`src/hw/rtl/cau_pkg.sv`:
```
// cau_pkg: widths, operation codes, the lane word that flows down the cell row,
// and the sign-magnitude helpers shared by the complex arithmetic unit.
// No dependencies.
package cau_pkg;

	localparam int W  = 32;              // word bits of every operand and result part
	localparam int F  = 16;              // fraction bits
	localparam int TB = 16;              // tolerance register bits
	localparam int NB = 2 * W + 1;       // sum of two products
	localparam int QB = NB + F;          // scaled dividend, one cell per quotient bit
	localparam int RB = (NB + 1) / 2;    // root bits of a sum of squares

	typedef enum logic [2:0] {
		OP_ADD = 3'd0,
		OP_SUB = 3'd1,
		OP_MUL = 3'd2,
		OP_DIV = 3'd3,
		OP_MOD = 3'd4
	} op_t;

	typedef struct packed {
		logic            vld;
		logic [2:0]      op;
		logic            neg_re;
		logic            neg_im;
		logic            dz;
		logic [NB-1:0]   den;
		logic [NB-1:0]   rem_re;
		logic [NB-1:0]   rem_im;
		logic [QB-1:0]   qn_re;
		logic [QB-1:0]   qn_im;
		logic [2*RB-1:0] rad;
		logic [RB:0]     srem;
		logic [RB-1:0]   root;
	} lane_t;

	// signed add of two sign-magnitude products, result {neg, magnitude}
	function automatic logic [NB:0] sm_add(input logic [2*W-1:0] x, input logic nx,
			input logic [2*W-1:0] y, input logic ny);
		logic [NB-1:0] xe;
		logic [NB-1:0] ye;
		logic [NB:0]   r;
		xe = {1'b0, x};
		ye = {1'b0, y};
		if (nx == ny) begin
			r = {nx, xe + ye};
		end else if (xe >= ye) begin
			r = {nx, xe - ye};
		end else begin
			r = {ny, ye - xe};
		end
		return r;
	endfunction

	// clamp a magnitude to the word range, result {overflow, word}
	function automatic logic [W:0] sat(input logic [QB-1:0] m, input logic neg);
		logic [QB-1:0] lim;
		logic [QB-1:0] v;
		logic          ovf;
		lim = neg ? QB'({1'b1, {(W-1){1'b0}}}) : QB'({1'b0, {(W-1){1'b1}}});
		ovf = (m > lim);
		v   = ovf ? lim : m;
		v   = neg ? (QB'(0) - v) : v;
		return {ovf, v[W-1:0]};
	endfunction

endpackage

```
`src/hw/rtl/cau_cell.sv`:
```
// cau_cell: one cell of the row; one restoring quotient bit for each part of a
// divide, or one root bit of a modulus. Depends on cau_pkg.
module cau_cell
	import cau_pkg::*;
#(
	parameter int STEP = 0
) (
	input  logic  clk,
	input  logic  arst_n,
	input  logic  adv,
	input  lane_t din,
	output lane_t dout
);

	lane_t nxt, word_q;
	logic  vld_q;

	always_comb begin
		logic [NB:0]   rr_re, rr_im, de, df_re, df_im;
		logic          ge_re, ge_im, ge_rt;
		logic [RB+2:0] t, trial, df_rt;
		nxt   = din;
		de    = {1'b0, din.den};
		rr_re = {din.rem_re, din.qn_re[QB-1]};
		rr_im = {din.rem_im, din.qn_im[QB-1]};
		ge_re = (rr_re >= de);
		ge_im = (rr_im >= de);
		df_re = rr_re - de;
		df_im = rr_im - de;
		t     = {din.srem, din.rad[2*RB-1 -: 2]};
		trial = (RB+3)'({din.root, 2'b01});
		ge_rt = (t >= trial);
		df_rt = t - trial;
		if (din.op == OP_DIV) begin
			nxt.rem_re = ge_re ? df_re[NB-1:0] : rr_re[NB-1:0];
			nxt.rem_im = ge_im ? df_im[NB-1:0] : rr_im[NB-1:0];
			nxt.qn_re  = {din.qn_re[QB-2:0], ge_re};
			nxt.qn_im  = {din.qn_im[QB-2:0], ge_im};
		end
		// root bits run out before quotient bits: later cells hold the root
		if (din.op == OP_MOD && STEP < RB) begin
			nxt.srem = ge_rt ? df_rt[RB:0] : t[RB:0];
			nxt.root = {din.root[RB-2:0], ge_rt};
			nxt.rad  = din.rad << 2;
		end
	end

	always_ff @(posedge clk or negedge arst_n) begin
		if (!arst_n) begin
			vld_q <= 1'b0;
		end else if (adv) begin
			vld_q <= din.vld;
		end
	end

	always_ff @(posedge clk) begin
		if (adv) begin
			word_q <= nxt;
		end
	end

	always_comb begin
		dout     = word_q;
		dout.vld = vld_q;
	end

endmodule

```
`config.mk`:
```
export PLATFORM = sky130hd
export DESIGN_NAME = cau_cell
export DESIGN_NICKNAME = d
export VERILOG_FILES = /design/src/hw/rtl/cau_pkg.sv /design/src/hw/rtl/cau_cell.sv
export SDC_FILE = /design/constraint.sdc
export NUM_CORES = 1
export LEC_CHECK = 0
export ABC_CLOCK_PERIOD_IN_PS = 850
export BUFFER_PORTS_ARGS = -buffer_cell sky130_fd_sc_hd__buf_4
export CELL_PAD_IN_SITES_DETAIL_PLACEMENT = 1
export CELL_PAD_IN_SITES_GLOBAL_PLACEMENT = 2
export CORE_AREA = 4 4 391 393
export CTS_BUF_LIST = sky130_fd_sc_hd__clkbuf_16
export DETAILED_ROUTE_END_ITERATION = 8
export DIE_AREA = 0 0 395 397
export GPL_ROUTABILITY_DRIVEN = 0
export PLACE_DENSITY = 0.57
export SLEW_MARGIN = 20
export SYNTH_ARGS = -nofsm -noshare
export SYNTH_HDL_FRONTEND = slang
export SYNTH_SLANG_ARGS = --single-unit
```
`constraint.sdc`:
```
create_clock -name clk -period 0.85 [get_ports clk]
set_input_delay 0.17 -clock clk [delete_from_list [all_inputs] [get_ports clk]]
set_output_delay 0.17 -clock clk [all_outputs]
set_load 0.02 [all_outputs]
```
==> metrics.yaml, run 1 <==
status: "finished with violations"
violations: "setup timing"
setup_slack_ps: -1890
cp_num_buf_inv: 8
initial_core_util_pct: 20.9
timing.fmax_mhz: 365
timing.slew.headroom_pct: 56.0
critical_path.max_fanout: 7
grt_pass1_vias: 39700
ir_drop_mv: 1.21
ys_warn_count: 0
p_leak_nw: 28.3
placed_area_um2: 49700
dp_hpwl_um: 154000
hold_viol_final: 0
cp_slowest_stage_delay_ps: 580
cts_buffers: 71
grt_usage_pct: 24.0
vias: 36900
wirelength_um: 197000
synth.avg_cell_area_um2: 9.00
rows: 142
async_flop_share_pct: 0.201
min_period_over_period_pct: 323
setup_viol: 785
synth_flop_cell: "edfxtp_1"
drt_first_iter_violations: 1823
synth_area_leaders: "edfxtp_1 48%, nand2_1 11%, ha_1 6.6%"
drc_errors: 0
ys_seq_elements: 497
cts-root-buf: "clkbuf_16"
syn-cell-area_um2: 31200
swShare_pct: 33.1
cp.required_ps: 1270
synth_fp_nets: 4137
synth_top_area_cell: "edfxtp_1"
seq_area_frac_synth_pct: 47.8
die_area_um2: 157000
netlist_instances: 3470
drive_gt1_share_pct: 47.6
routedWlPerCell_um: 24.2
finClkSkew_ps: 0
cts_tree: "yes"
clk_latency_ps: 660
period_needed_ps: 2740
powerDensity_nw_per_um2: 1560
io_buffer_count: 996
grt_setup_unrepaired: "true"
cap_violations: 0
globalRoute.totalOverflow: 0
yosys.area.top_type_share_pct: 47.7
p_seq_share_pct: 30.8
crit_arrival_ps: 3170
dp_slack_ps: -2820
core_area_um2: 149000
antenna_found_initial: 41
die_h_um: 397
clock_sinks: 497
clkPwrFrac_pct: 31.4
pwr-share-comb_pct: 37.8
hold_class: "in -> reg"
ant_nets: 0
dr.pass1.iters: 5
grt_max_degree: 64
crit_type: "in -> reg"
tightest_slew_ps: 658
p_switching_mw: 33.3
yosysUniqueCellTypes: 89
hold_ws_ps: 22.9
crit_chain: "buf_4, dlygate4sd3_1, inv_2, ha_1, buf_4, nand4_1, o21ai_4, buf_6, o2111ai_2, o21a_4, buf_12, buf_8, buf_16, and3_4, a21oi_2, o31ai_1"
startpoint_type: "primary input"
crit_top_cell: "buf_4"
ioPinCount: 997
p_int_mw: 67.3
most-common-layout-cells: "1506 x buf_4, 910 x nand2_1, 552 x buf_6, 520 x dlygate4sd3_1, 496 x edfxtp_1"
path_delay_family: "buffers and inverters"
fin_area_um2: 64300
cts-htree-levels: 3
dieWidth_um: 395
worst_setup_hold_path_clk_slew_ps: 60
cts-root-to-sink-buffers: 3
maxSlewViolCount: 0
viasPerCell: 4.53
final_nets: 6723
grt_pass1_wl_um: 278000
area_delta_synth_final_pct: 106
final_common_cell: "buf_4"
cp-end-kind: "register"
cp_slowest_cell: "dlygate4sd3_1"
synth_edf_count: 496
[kinds of logic after synthesis]
family / share of synthesized area [%]
compound gates: 17.5
xor+xnor: 3.87
fa+ha+maj: 6.74
buf+inv: 4.25
flops: 47.8
mux: 1.39
simple gates: 18.5
[final cells by class]
class	instances	area [um2]
multi-input cells	2647	18800
repair buffers	2689	24900
well taps	2016	2520
inverters	150	671
fillers	16800	85100
clock inverters	50	597
flip-flops and latches	497	14900
clock buffers	72	1800
diodes	16	40.0
[stage by stage]
stage	util, %	total power [mW]	setup TNS (ps)	cells
floorplan	-	43.8	-403500	3470
global placement	33.2	60.3	-734150	7352
detailed placement	33.2	60.4	-739490	7352
CTS	41.7	99.8	-801100	8074
global route	43.0	105	-609650	8129
finish	43.0	101	-566550	8137
[sequential cells by signal (all words and copies together) (netlist names)]
register  count
dout        496
vld_q         1
[power groups by stage]
stage / logic, mW / clock network (mW) / registers, mW
after floorplan: 10.1 / 0 / 33.6
after CTS: 36.3 / 32.6 / 30.9
after global placement: 29.3 / 0 / 30.9
after detailed placement: 29.5 / 0 / 31.0
final: 38.0 / 31.6 / 30.9
after global routing: 40.4 / 33.6 / 31.1
[cell usage after synthesis, drive strengths merged (15+ instances only)]
cell type and number:
xor2 53, nor3 45, edfxtp 496, and3 22, nand2b 18, buf 48
nand4 53, clkbuf 128, o21a 55, a31oi 36, o21bai 33, o21ai 270
a21o 77, nand3 38, nor2 201, a21oi 322, xnor2 85, ha 165
and2 15, nand2 945, mux2i 41, inv 150
[per-layer routing]
metal  wire [um]  global-route usage (%)  up-vias  share of wire (%)
met2       99100                    43.4      958                 50
li1            -                       -    17500                  -
met1       78700                    27.9    18100                 40
met5         241                       0        -               0.12
met3       12300                    5.96      256                6.2
met4        6510                    7.20       36                3.3
[repair_timing]
item / CTS / global route
endpoints found under the hold margin: 518 / 26
hold buffers: 509 / 29
resized for setup: 977 / 351
pin swaps: 167 / 192
buffers inserted: 84 / 59
endpoints found under the setup margin: 682 / 1169
cloned: 16 / 1
[final timing paths]
check | from | endpoint | slack (ps) | cells past startpoint
max | din[27] | dout[65] | -1890 | 16
min | din[329] | dout[329] | 20 | 4
max reg2reg | vld_q | vld_q | 80 | 1
min reg2reg | vld_q | vld_q | 550 | 1
max in group asynchronous | arst_n | vld_q | 380 | 3
min in group asynchronous | arst_n | vld_q | 360 | 3
Note: power is estimated with default switching activity, not from simulation.
==> run 2, diff against run 1 <==
- TNS_END_PERCENT: not set -> 1
==> run 2 against run 1 <==
Against the previous run: the run still ends with setup timing left; fmax is 0.55% higher; non-clock buffer count down 113; sequential share of layout area rose by 1.5 points.
==> metrics.yaml, run 2 (synthesis gave the netlist of run 1 again) <==
finClkSkew_ps: 0  # unchanged
clock_sinks: 497  # unchanged
hold_viol_final: 0  # unchanged
cp.required_ps: 1330  # +60 ps
timing.fmax_mhz: 367  # +0.55%
dieWidth_um: 395  # unchanged
cts-root-to-sink-buffers: 3  # unchanged
p_switching_mw: 31.2  # -6.1%
drt_first_iter_violations: 1996  # +9.5%
dr.pass1.iters: 5  # unchanged
critical_path.max_fanout: 5  # -2
swShare_pct: 32.9  # -0.17 points
grt_pass1_vias: 39000  # -1.7%
drive_gt1_share_pct: 41.2  # -6.4 points
fin_util_pct: 40.4  # -2.7 points
grt_max_degree: 59  # -7.8%
routedWlPerCell_um: 24.6  # +1.6%
pwr-share-comb_pct: 35.9  # -1.9 points
crit_type: "in -> reg"
setup_slack_ps: -1880  # +14.9 ps
die_h_um: 397  # unchanged
place_inst: 7339  # -0.18%
fin_area_um2: 60300  # -6.2%
cts_buffers: 69  # -2.8%
clk_latency_ps: 680  # +20 ps
cts-root-buf: "clkbuf_16"
cts_tree: "yes"
final_common_cell: "buf_4"
hold_ws_ps: 62.4  # +39.5 ps
drc_errors: 0  # unchanged
powerDensity_nw_per_um2: 1570  # +0.57%
timing.slew.headroom_pct: 56.6  # +0.65 points
final_nets: 6608  # -1.7%
cap_violations: 0  # unchanged
period_needed_ps: 2730  # -14.9 ps
placed_area_um2: 49100  # -1.1%
ioPinCount: 997  # unchanged
maxSlewViolCount: 0  # unchanged
p_seq_share_pct: 32.7  # +1.9 points
fillers: 17100  # +1.5%
crit_arrival_ps: 3210  # +40 ps
grt_setup_unrepaired: "true"
grt_usage_pct: 24.0  # +0.029 points
min_period_over_period_pct: 321  # -1.8 points
status: "finished with violations"
viasPerCell: 4.51  # -0.53%
dp_hpwl_um: 159000  # +3.3%
io_buffer_count: 996  # unchanged
ir_drop_mv: 1.49  # +23%
hold_class: "in -> reg"
initial_core_util_pct: 20.9  # unchanged
min_from: "din[213]"
core_area_um2: 149000  # unchanged
setup-tns-final_ps: -627050  # -60500 ps
cp-startpoint: "din[432]"
antenna_found_initial: 53  # +29%
clkPwrFrac_pct: 31.4  # about the same
wirelength_um: 197000  # +0.20%
r2r_start: "vld_q"
most-common-layout-cells: "1561 x buf_4, 936 x nand2_1, 520 x dlygate4sd3_1, 496 x edfxtp_1, 416 x buf_6"
violations: "setup timing"
startpoint_type: "primary input"
worst_setup_hold_path_clk_slew_ps: 60  # about the same
globalRoute.totalOverflow: 0  # unchanged
ant_nets: 0  # unchanged
cts-htree-levels: 3  # unchanged
p_leak_nw: 27.2  # -3.7%
setup_viol: 1029  # +31%
fin_cells: 8026  # -1.4%
p_int_mw: 63.6  # -5.4%
die_area_um2: 157000  # unchanged
largest_reg_flops: 496  # unchanged
grt_pass1_wl_um: 275000  # -1.0%
rows: 142  # unchanged
vias: 36200  # -1.9%
tightest_slew_ps: 645  # -13.5 ps
cp-end-kind: "register"
area_delta_synth_final_pct: 93.1
-- run 2: cell types whose count changed in the layout (fill, tap and decap cells not counted), moves of 20 or more --
cell     before   now
buf_6       552   416
a21oi_1     162   251
a21oi_2     131    58
nor2_1      131   188
buf_4      1506  1561
ha_1         82   123
ha_4         74    34
o21ai_0      79   118
nor2_4       41     3
inv_1       101   133
nand2_1     910   936
o21ai_1     150   126
nand2_2      30     7
buf_8        28     8
-- run 2: power groups by stage --
stage               combinational (mW)  clock [mW]  sequential, mW
finish                            34.0        29.8            31.1
global route                      36.4        31.6            31.2
CTS                               32.9        30.7            31.0
detailed placement                28.9           0            31.2
global placement                  28.8           0            31.2
floorplan                         9.43           0            33.6
-- run 2: per-stage QoR --
stage	worst slack [ps]	power [mW]
after floorplan	-1960	43.1
after global placement	-2770	59.9
after detailed placement	-2790	60.0
after CTS	-1830	94.7
after global routing	-1980	99.2
final	-1880	94.9
-- run 2: final timing paths --
| kind | to | slack, ps | depth (start not counted) |
|---|---|---|---|
| max | dout[364] | -1880 | 16 |
| min | dout[213] | 60 | 4 |
| max reg2reg | vld_q | 90 | 1 |
| min reg2reg | vld_q | 540 | 1 |
| max in group asynchronous | vld_q | 340 | 3 |
| min in group asynchronous | vld_q | 410 | 3 |
-- run 2: critical path: stages --
cell,delay [ps]
buf_8,80
clkinvlp_4,140
ha_4,330
buf_6,110
a2111oi_4,60
nor3_2,250
a21boi_2,90
o31a_2,370
o211a_4,310
a21oi_4,180
a311oi_4,120
buf_12,170
buf_16,160
buf_6,130
o31a_1,270
o21ai_2,210
-- run 2: repair_timing --
| action | CTS | global route |
|---|---|---|
| setup buffers | 10 | 10 |
| setup endpoints to repair | 839 | 1153 |
| endpoints found under the hold margin | 506 | 11 |
| resized for setup | 499 | 304 |
| pin swaps | 43 | 92 |
| hold buffers | 520 | 8 |
| gates cloned | 6 | 2 |
-- run 2: area by class of cell --
type / count / area (um2) / area share, %
inverters: 150 / 608 / 1.01
repair buffers: 2576 / 23200 / 38.5
well taps: 2016 / 2520 / 4.18
multi-input cells: 2647 / 16700 / 27.8
clock buffers: 70 / 1750 / 2.90
flip-flops and latches: 497 / 14900 / 24.7
diodes: 19 / 47.5 / 0.0788
clock inverters: 51 / 509 / 0.844
-- run 2: per-layer routing --
| metal | global-route usage [%] | up-vias | wire length [um] | share of wire [%] |
|---|---|---|---|---|
| met5 | 0 | - | 178 | 0.090 |
| met4 | 10.5 | 28 | 9390 | 4.8 |
| met3 | 7.21 | 294 | 13500 | 6.8 |
| met2 | 41.9 | 1012 | 96900 | 49 |
| met1 | 27.2 | 17600 | 77200 | 39 |
| li1 | - | 17300 | - | - |
